## config.mk

```make
export PLATFORM = sky130hd
export DESIGN_NAME = clipped_line_rasterizer_core
export DESIGN_NICKNAME = d
export VERILOG_FILES = /design/src/sv/clr_pkg.sv /design/src/sv/clr_step.sv /design/src/sv/clr_outq.sv /design/src/sv/clipped_line_rasterizer_core.sv
export SDC_FILE = /design/constraint.sdc
export NUM_CORES = 1
export LEC_CHECK = 0
export BUFFER_PORTS_ARGS = -buffer_cell sky130_fd_sc_hd__buf_4
export CELL_PAD_IN_SITES_DETAIL_PLACEMENT = 0
export CELL_PAD_IN_SITES_GLOBAL_PLACEMENT = 1
export CORE_MARGIN = 1
export CORE_UTILIZATION = 48
export DETAILED_ROUTE_END_ITERATION = 6
export PLACE_DENSITY_LB_ADDON = 0.2
export SLEW_MARGIN = 20
export SYNTH_ARGS = -nofsm -noshare
export SYNTH_HDL_FRONTEND = slang
export SYNTH_SLANG_ARGS = --single-unit
```

## constraint.sdc

```tcl
create_clock -name clk -period 14.35 [get_ports clk]
set_input_delay 2.87 -clock clk [delete_from_list [all_inputs] [get_ports clk]]
set_output_delay 2.87 -clock clk [all_outputs]
set_load 0.005 [all_outputs]
```

## src/sv/clr_pkg.sv

```systemverilog
// ----------------------------------------------------------------------------
// Line rasterizer package
// Item types, line classes, opcodes and register indexes.
// ----------------------------------------------------------------------------
package clr_pkg;

    localparam int COORD_BITS     = 16;
    localparam int SCREEN_BITS    = 15;
    localparam int COLOR_BITS     = 32;
    localparam int CFG_INDEX_BITS = 8;

    localparam logic [SCREEN_BITS-1:0] WIDTH_RESET  = SCREEN_BITS'(640);
    localparam logic [SCREEN_BITS-1:0] HEIGHT_RESET = SCREEN_BITS'(480);

    localparam logic OP_LOAD = 1'b0;
    localparam logic OP_STEP = 1'b1;

    localparam logic [CFG_INDEX_BITS-1:0] CFG_WIDTH  = CFG_INDEX_BITS'(0);
    localparam logic [CFG_INDEX_BITS-1:0] CFG_HEIGHT = CFG_INDEX_BITS'(1);

    typedef logic signed [COORD_BITS-1:0] coord_t;

    typedef enum logic [2:0] {
        CASE_POINT,
        CASE_VERT,
        CASE_HORZ,
        CASE_XMAJ,
        CASE_YMAJ
    } line_case_t;

    typedef struct packed {
        logic                  op;
        coord_t                x_start;
        coord_t                y_start;
        coord_t                x_end;
        coord_t                y_end;
        logic [COLOR_BITS-1:0] line_color;
    } cmd_t;

    typedef struct packed {
        coord_t                pixel_x;
        coord_t                pixel_y;
        logic [COLOR_BITS-1:0] pixel_color;
        logic                  visible;
        logic                  last_of_step;
        logic                  line_done;
    } pixel_t;

    // pixels of one step, slot 0 first
    typedef struct packed {
        logic [1:0]       count;
        pixel_t [2:0]     pixels;
    } step_result_t;

endpackage

```

## src/sv/clr_step.sv

```systemverilog
// ----------------------------------------------------------------------------
// Line rasterizer stepper
// Holds the line state; classifies on load and runs one iteration per step.
// ----------------------------------------------------------------------------
module clr_step (
    input  logic                                clk,
    input  logic                                rst_n,
    input  logic                                fire,
    input  clr_pkg::cmd_t                       cmd,
    input  logic [clr_pkg::SCREEN_BITS-1:0]     screen_width,
    input  logic [clr_pkg::SCREEN_BITS-1:0]     screen_height,
    output clr_pkg::step_result_t               result
);

    localparam int CB = clr_pkg::COORD_BITS;
    localparam int WB = CB + 1;
    localparam int DW = CB + 1;
    localparam int EW = CB + 2;
    localparam int VW = (WB > clr_pkg::SCREEN_BITS) ? WB : clr_pkg::SCREEN_BITS;

    // one spare bit so a minor overshoot past the range stays invisible
    typedef logic signed [WB-1:0] wcoord_t;

    logic                              active_reg, active_next;
    clr_pkg::line_case_t               line_case_reg, line_case_next;
    wcoord_t                           cur_x_reg, cur_x_next;
    wcoord_t                           cur_y_reg, cur_y_next;
    clr_pkg::coord_t                   end_x_reg, end_x_next;
    clr_pkg::coord_t                   end_y_reg, end_y_next;
    logic [DW-1:0]                     delta_major_reg, delta_major_next;
    logic [DW-1:0]                     delta_minor_reg, delta_minor_next;
    logic [EW-1:0]                     error_term_reg, error_term_next;
    logic                              step_sign_reg, step_sign_next;
    logic [clr_pkg::COLOR_BITS-1:0]    held_color_reg, held_color_next;

    function automatic clr_pkg::pixel_t make_pixel(
        input wcoord_t                          x,
        input wcoord_t                          y,
        input logic                             done,
        input logic [clr_pkg::COLOR_BITS-1:0]   color,
        input logic [clr_pkg::SCREEN_BITS-1:0]  w,
        input logic [clr_pkg::SCREEN_BITS-1:0]  h
    );
        clr_pkg::pixel_t p;
        p.pixel_x      = x[CB-1:0];
        p.pixel_y      = y[CB-1:0];
        p.pixel_color  = color;
        p.visible      = !x[WB-1] && (VW'($unsigned(x)) < VW'(w)) &&
                         !y[WB-1] && (VW'($unsigned(y)) < VW'(h));
        p.last_of_step = 1'b0;
        p.line_done    = done;
        return p;
    endfunction

    always_comb
    begin
        wcoord_t       x1, y1, x2, y2, tmp, inc, ex, ey, nx, ny;
        logic [DW-1:0] dx, dy;
        logic [EW-1:0] esum;
        logic [1:0]    idx;
        logic          emit;
        logic          xm;

        active_next      = active_reg;
        line_case_next   = line_case_reg;
        cur_x_next       = cur_x_reg;
        cur_y_next       = cur_y_reg;
        end_x_next       = end_x_reg;
        end_y_next       = end_y_reg;
        delta_major_next = delta_major_reg;
        delta_minor_next = delta_minor_reg;
        error_term_next  = error_term_reg;
        step_sign_next   = step_sign_reg;
        held_color_next  = held_color_reg;
        result           = '0;

        x1   = WB'(cmd.x_start);
        y1   = WB'(cmd.y_start);
        x2   = WB'(cmd.x_end);
        y2   = WB'(cmd.y_end);
        dx   = (x1 < x2) ? DW'(x2 - x1) : DW'(x1 - x2);
        dy   = (y1 < y2) ? DW'(y2 - y1) : DW'(y1 - y2);
        tmp  = '0;
        inc  = step_sign_reg ? '1 : WB'(1);
        ex   = WB'(end_x_reg);
        ey   = WB'(end_y_reg);
        nx   = cur_x_reg;
        ny   = cur_y_reg;
        esum = error_term_reg + EW'(delta_minor_reg);
        idx  = 2'd0;
        emit = 1'b0;
        xm   = (line_case_reg == clr_pkg::CASE_XMAJ);

        if (fire && cmd.op == clr_pkg::OP_LOAD)
        begin
            held_color_next  = cmd.line_color;
            error_term_next  = '0;
            active_next      = 1'b1;
            delta_major_next = (dx > dy) ? dx : dy;
            delta_minor_next = '0;
            if (x1 == x2 && y1 == y2)
            begin
                line_case_next = clr_pkg::CASE_POINT;
                step_sign_next = 1'b0;
            end
            else if (x1 == x2)
            begin
                line_case_next = clr_pkg::CASE_VERT;
                step_sign_next = (y2 < y1);
            end
            else if (y1 == y2)
            begin
                line_case_next = clr_pkg::CASE_HORZ;
                step_sign_next = (x2 < x1);
            end
            else if (dx >= dy)
            begin
                line_case_next = clr_pkg::CASE_XMAJ;
                if (x2 < x1)
                begin
                    tmp = x1; x1 = x2; x2 = tmp;
                    tmp = y1; y1 = y2; y2 = tmp;
                end
                step_sign_next   = (y2 < y1);
                delta_major_next = dx;
                delta_minor_next = dy;
            end
            else
            begin
                line_case_next = clr_pkg::CASE_YMAJ;
                if (y2 < y1)
                begin
                    tmp = x1; x1 = x2; x2 = tmp;
                    tmp = y1; y1 = y2; y2 = tmp;
                end
                step_sign_next   = (x2 < x1);
                delta_major_next = dy;
                delta_minor_next = dx;
            end
            cur_x_next = x1;
            cur_y_next = y1;
            end_x_next = x2[CB-1:0];
            end_y_next = y2[CB-1:0];
        end
        else if (fire && active_reg)
        begin
            emit = 1'b1;
            result.pixels[0] = make_pixel(cur_x_reg, cur_y_reg, 1'b0, held_color_reg,
                                          screen_width, screen_height);
            case (line_case_reg)
                clr_pkg::CASE_POINT:
                begin
                    result.pixels[0].line_done = 1'b1;
                    active_next = 1'b0;
                end
                clr_pkg::CASE_VERT, clr_pkg::CASE_HORZ:
                begin
                    if (line_case_reg == clr_pkg::CASE_VERT)
                        ny = cur_y_reg + inc;
                    else
                        nx = cur_x_reg + inc;
                    if (nx == ex && ny == ey)
                    begin
                        idx = 2'd1;
                        result.pixels[1] = make_pixel(ex, ey, 1'b1, held_color_reg,
                                                      screen_width, screen_height);
                        active_next = 1'b0;
                    end
                    cur_x_next = nx;
                    cur_y_next = ny;
                end
                clr_pkg::CASE_XMAJ, clr_pkg::CASE_YMAJ:
                begin
                    if (esum >= EW'(delta_major_reg))
                    begin
                        error_term_next = esum - EW'(delta_major_reg);
                        if (xm)
                            ny = cur_y_reg + inc;
                        else
                            nx = cur_x_reg + inc;
                        idx = 2'd1;
                        result.pixels[1] = make_pixel(nx, ny, 1'b0, held_color_reg,
                                                      screen_width, screen_height);
                    end
                    else
                    begin
                        error_term_next = esum;
                    end
                    if (xm ? (nx == ex) : (ny == ey))
                    begin
                        idx = idx + 2'd1;
                        result.pixels[idx] = make_pixel(ex, ey, 1'b1, held_color_reg,
                                                        screen_width, screen_height);
                        active_next = 1'b0;
                    end
                    else if (xm)
                    begin
                        nx = nx + WB'(1);
                    end
                    else
                    begin
                        ny = ny + WB'(1);
                    end
                    cur_x_next = nx;
                    cur_y_next = ny;
                end
                default:
                begin
                    emit        = 1'b0;
                    active_next = 1'b0;
                end
            endcase
            if (emit)
            begin
                result.count = idx + 2'd1;
                result.pixels[idx].last_of_step = 1'b1;
            end
            else
            begin
                result = '0;
            end
        end
    end

    always_ff @(posedge clk or negedge rst_n)
    begin
        if (!rst_n)
        begin
            active_reg      <= 1'b0;
            line_case_reg   <= clr_pkg::CASE_POINT;
            cur_x_reg       <= '0;
            cur_y_reg       <= '0;
            end_x_reg       <= '0;
            end_y_reg       <= '0;
            delta_major_reg <= '0;
            delta_minor_reg <= '0;
            error_term_reg  <= '0;
            step_sign_reg   <= 1'b0;
            held_color_reg  <= '0;
        end
        else
        begin
            active_reg      <= active_next;
            line_case_reg   <= line_case_next;
            cur_x_reg       <= cur_x_next;
            cur_y_reg       <= cur_y_next;
            end_x_reg       <= end_x_next;
            end_y_reg       <= end_y_next;
            delta_major_reg <= delta_major_next;
            delta_minor_reg <= delta_minor_next;
            error_term_reg  <= error_term_next;
            step_sign_reg   <= step_sign_next;
            held_color_reg  <= held_color_next;
        end
    end

endmodule

```

## src/sv/clr_outq.sv

```systemverilog
// ----------------------------------------------------------------------------
// Line rasterizer result buffer
// Holds the pixels of one step; one leaves per cycle while pix_stall is low.
// ----------------------------------------------------------------------------
module clr_outq (
    input  logic                  clk,
    input  logic                  rst_n,
    input  logic                  wr,
    input  clr_pkg::step_result_t result,
    input  logic                  pix_stall,
    output logic                  pix_valid,
    output clr_pkg::pixel_t       pix,
    output logic                  hold
);

    logic [1:0]      cnt_reg, cnt_next;
    clr_pkg::pixel_t slot_reg [3];
    logic            pop;

    assign pix_valid = (cnt_reg != 2'd0);
    assign pix       = slot_reg[0];
    assign pop       = pix_valid && !pix_stall;
    // room for a new step only once the last pending pixel leaves
    assign hold      = (cnt_reg > 2'd1) || (cnt_reg == 2'd1 && pix_stall);

    always_comb
    begin
        cnt_next = cnt_reg;
        if (wr)
            cnt_next = result.count;
        else if (pop)
            cnt_next = cnt_reg - 2'd1;
    end

    always_ff @(posedge clk or negedge rst_n)
    begin
        if (!rst_n)
            cnt_reg <= 2'd0;
        else
            cnt_reg <= cnt_next;
    end

    always_ff @(posedge clk)
    begin
        if (wr)
        begin
            slot_reg[0] <= result.pixels[0];
            slot_reg[1] <= result.pixels[1];
            slot_reg[2] <= result.pixels[2];
        end
        else if (pop)
        begin
            slot_reg[0] <= slot_reg[1];
            slot_reg[1] <= slot_reg[2];
        end
    end

endmodule

```

## src/sv/clipped_line_rasterizer_core.sv

```systemverilog
// ----------------------------------------------------------------------------
// Clipped line rasterizer core
// Bresenham line stepper with screen-bounds visibility per pixel.
// ----------------------------------------------------------------------------
//  Channel  | Dir | Handshake             | Carries
//  cmd      | in  | cmd_valid / cmd_stall | load or step item
//  pix      | out | pix_valid / pix_stall | one pixel item
//  cfg      | in  | cfg_valid / cfg_ready | register index and data
//
//  A step is worked out in the cycle it is accepted; its one to three pixels
//  leave the result buffer one per cycle while pix_stall is low, the first
//  in the cycle after. A load gives no pixel. With pix_stall low, steps that
//  give one pixel run one per cycle; others stall cmd till the last leaves.
//  Reset idles the line, empties the buffer, and sets the screen to 640x480.
//  cmd_stall rises while more than one pixel is pending, or one is stalled.
// ----------------------------------------------------------------------------
module clipped_line_rasterizer_core (
    input  logic                                  clk,
    input  logic                                  rst_n,
    input  logic                                  cmd_valid,
    output logic                                  cmd_stall,
    input  clr_pkg::cmd_t                         cmd,
    output logic                                  pix_valid,
    input  logic                                  pix_stall,
    output clr_pkg::pixel_t                       pix,
    input  logic                                  cfg_valid,
    output logic                                  cfg_ready,
    input  logic [clr_pkg::CFG_INDEX_BITS-1:0]    cfg_index,
    input  logic [clr_pkg::SCREEN_BITS-1:0]       cfg_data
);

    logic [clr_pkg::SCREEN_BITS-1:0] screen_width_reg;
    logic [clr_pkg::SCREEN_BITS-1:0] screen_height_reg;
    clr_pkg::step_result_t           result;
    logic                            fire;
    logic                            hold;

    assign cfg_ready = 1'b1;
    assign cmd_stall = hold;
    assign fire      = cmd_valid && !hold;

    always_ff @(posedge clk or negedge rst_n)
    begin
        if (!rst_n)
        begin
            screen_width_reg  <= clr_pkg::WIDTH_RESET;
            screen_height_reg <= clr_pkg::HEIGHT_RESET;
        end
        else if (cfg_valid && cfg_ready)
        begin
            if (cfg_index == clr_pkg::CFG_WIDTH)
                screen_width_reg <= cfg_data;
            else if (cfg_index == clr_pkg::CFG_HEIGHT)
                screen_height_reg <= cfg_data;
        end
    end

    clr_step u_step (
        .clk           (clk),
        .rst_n         (rst_n),
        .fire          (fire),
        .cmd           (cmd),
        .screen_width  (screen_width_reg),
        .screen_height (screen_height_reg),
        .result        (result)
    );

    clr_outq u_outq (
        .clk       (clk),
        .rst_n     (rst_n),
        .wr        (fire),
        .result    (result),
        .pix_stall (pix_stall),
        .pix_valid (pix_valid),
        .pix       (pix),
        .hold      (hold)
    );

endmodule

```

==> flow_summary_export.csv <==
group,metric,value,unit
synthesis,yosys_warnings,0,
cts,ctsResizeCount,0,
cts,insertion_delay,0.60,ns
synthesis,synth_nets,3970,
global_route,grt_max_degree,98,
global_route,grt_pass1_wl,177000,um
floorplanning,rows,92,
worst_setup_path,critical_path_arrival,10.28,ns
floorplanning,dieArea,0.0658,mm2
routing,wirelength,119000,um
cells_and_area,nFillCells,5920,
routing,via_per_inst,6.45,
routing,dr.pass1.iters,7,
cts,cts.clk_slew.worst_paths,0.07,ns
worst_setup_path,r2r_end,"u_outq.slot_reg[0][112]",
cells_and_area,stdcell_count,4491,
synthesis,synth_ff_type,"edfxtp_1",
min_path,min_from,"u_step.delta_minor_reg[4]",
global_route,grt_pass1_vias,27200,
cells_and_area,largest_register_ffs,201,
cts,postCtsHoldBufs,0,
cells_and_area,mostFrequentLayoutCells,"405 x nand2_1, 263 x a21oi_1, 241 x ha_1",
cells_and_area,layout-drive-gt1-share,10.9,%
sta,fin_tns_setup,0,ns
power,p_per_area,275,mW/mm2
sta,fin_skew,0.0372,ns
routing,num_vias,29000,
sta,hold_ws,0.488,ns
worst_setup_path,reg2regPathDepth,29,
floorplanning,start_util,48.9,%
sta,worst_pin_slew,1.10,ns
cts,cts.sinks,388,
synthesis,synthAdderAreaFrac,10.2,%
cts,max-clock-path-buffers,3,
synthesis,ys_types,97,
sta,rsz0062_at_grt,"no",
sta,finalCritPeriodShare,68.3,%
sta,period_needed,9.80,ns
min_path,min_path_cells,2,
place,placedCellCount,4406,
floorplanning,dieHeight,256,um
routing,drc,0,
place,gp_congestion,1.01,
cts,cts_tree,"built",
synthesis,synth.avg_cell_area,8.64,um2
worst_setup_path,r2r-start,"u_step.delta_minor_reg[0]",
place,portBuffers,193,
worst_setup_path,startpoint_type,"input port",
synthesis,yosysSeqAreaShare,34.5,%
synthesis,synth-xor-area-share,4.24,%
synthesis,synth_top_family_by_area,"compound AO/OA/AOI/OAI gates",
global_route,gr-total-overflow,0,
status,outcome,"finished clean",
synthesis,synthArstFlopShare,48.2,%
routing,first_iter_violations,3951,
min_path,hp-class,"reg -> reg",
worst_setup_path,crit_required,14.84,ns
floorplanning,core-area,0.0635,mm2
synthesis,muxShareOfSynthArea,3.41,%
worst_setup_path,crit_type,"in -> reg",
sta,maxSlewViolCount,0,
worst_setup_path,critPathMaxFanout,19,
sta,finalSetupViolCount,0,
global_route,antenna_found_initial,3,
floorplanning,pin_count,195,
worst_setup_path,r2r_slack,4.89,ns
worst_setup_path,worst_setup_path_end_kind,"register",
sta,fmax,102,MHz
cts,clockRootBuffer,"clkbuf_16",
synthesis,syn_inst,3596,
synthesis,synth-edff-count,201,
synthesis,syn_area,0.0311,mm2
floorplanning,die_x,256,um
cts,postCtsSetupBuffers,0,
power,leakage,14.9,nW
synthesis,ys_ff_latch,388,
cells_and_area,nNetsFinal,3981,
sta,slew_headroom,26.2,%
cts,h-tree-depth,2,
routing,ant_nets,0,
sta,final_hold_viol_count,0,
cts,cts_buffers,45,
synthesis,synthSimpleGateAreaFrac,16.6,%
synthesis,synth_compound_area_share,24.2,%
job,cap_violations,0,
cells_and_area,syn_to_final_growth,10.1,%
cells_and_area,final_common_cell,"nand2_1",
power,max-vdd-ir-drop,0.326,mV
place,hpwl,90100,um
min_path,hold_end,"u_step.delta_minor_reg[4]",
routing,wl_per_cell,26.4,um
global_route,grt_use_total,35.1,%
worst max-delay path by stage:
stage               cells past startpoint                    to      start  slack, ns
floorplan                               3     u_outq.cnt_reg[1]  pix_stall       0.28
global placement                       26  u_step.cur_x_reg[16]    cmd[56]       4.30
detailed placement                     26  u_step.cur_x_reg[16]    cmd[56]       4.23
CTS                                    26  u_step.cur_x_reg[16]    cmd[56]       4.85
global route                           26  u_step.cur_y_reg[10]    cmd[56]       4.29
finish                                 28  u_step.cur_x_reg[16]    cmd[33]       4.55
final cells by class:
type,instances,area (um2),share of cell area (%)
multi-input cells,2723,18300,53.5
clock inverters,24,277,0.809
clock buffers,60,1270,3.72
inverters,215,808,2.36
well taps,846,1060,3.10
repair buffers,234,1760,5.15
diodes,1,2.50,0.00732
flip-flops and latches,388,10700,31.4
cell usage after synthesis, types with 56 or more instances:
| master | number | area (um2) |
|---|---|---|
| nand3_1 | 59 | 295 |
| nor3_1 | 97 | 485 |
| dfrtp_1 | 181 | 4530 |
| buf_4 | 71 | 533 |
| o21ai_0 | 239 | 1200 |
| a22o_1 | 104 | 911 |
| a211oi_1 | 56 | 420 |
| mux2i_1 | 71 | 711 |
| xnor2_1 | 103 | 902 |
| clkbuf_1 | 153 | 574 |
| edfxtp_1 | 201 | 6040 |
| ha_1 | 241 | 3020 |
| nand2_1 | 407 | 1530 |
| and2_1 | 56 | 350 |
| a21oi_1 | 264 | 1320 |
| a21o_1 | 75 | 563 |
| nor2_1 | 232 | 871 |
| inv_1 | 214 | 803 |
metal layers:
layer	global-route usage (%)	up-vias	wire length [um]
met5	0	-	13
met4	10.6	2	3640
met3	5.90	180	11200
met2	53.3	1473	51800
met1	51.0	14200	51900
li1	-	13100	-
worst max-delay path: stages:
cell      delay (ns)
buf_4           0.14
inv_1           0.16
ha_1            0.28
nor2b_1         0.13
o21ai_0         0.26
a21boi_0        0.14
o21ai_0         0.36
a21oi_1         0.18
o31a_1          0.34
o31ai_2         0.22
buf_4           0.34
mux2i_1         0.19
a21oi_1         0.38
o21ai_0         0.16
xnor2_1         0.40
ha_1            0.33
nand4_1         0.13
nor4_1          0.06
and3_1          0.20
or4_1           0.74
nand2_1         0.55
o21bai_2        0.08
buf_4           0.23
a221oi_1        0.64
o21ai_0         0.31
nor3_1          0.19
mux2_2          0.17
nor3_1          0.04
logic make-up (layout without fill, tap and decap cells):
family / after synthesis / in the layout
flip-flops: 388 / 388
other: 1 / 2
XOR/XNOR: 149 / 149
AO/OA/AOI/OAI: 1135 / 1135
buffers and inverters: 485 / 533
adder cells (fa/ha/maj): 249 / 249
multiplexers: 101 / 101
AND/OR/NAND/NOR: 1088 / 1088
power breakdown:
part	switching [W]	total, W	internal, W
combinational	0.00385	0.00601	0.00216
clock	0.000501	0.00120	0.000703
sequential	0.000509	0.00218	0.00168
total	0.00486	0.00940	0.00454
per-stage QoR:
stage                     worst slack (ns)  power, W  util [%]  area [um2]
after floorplan                      0.276   0.00616         -       31100
after global placement                4.30   0.00787      51.4       32700
after detailed placement              4.23   0.00797      51.4       32700
after CTS                             4.85   0.00921      53.8       34200
after global routing                  4.29   0.00992      53.8       34200
final                                 4.55   0.00940      53.8       34200
(Power assumes the default switching activity.)
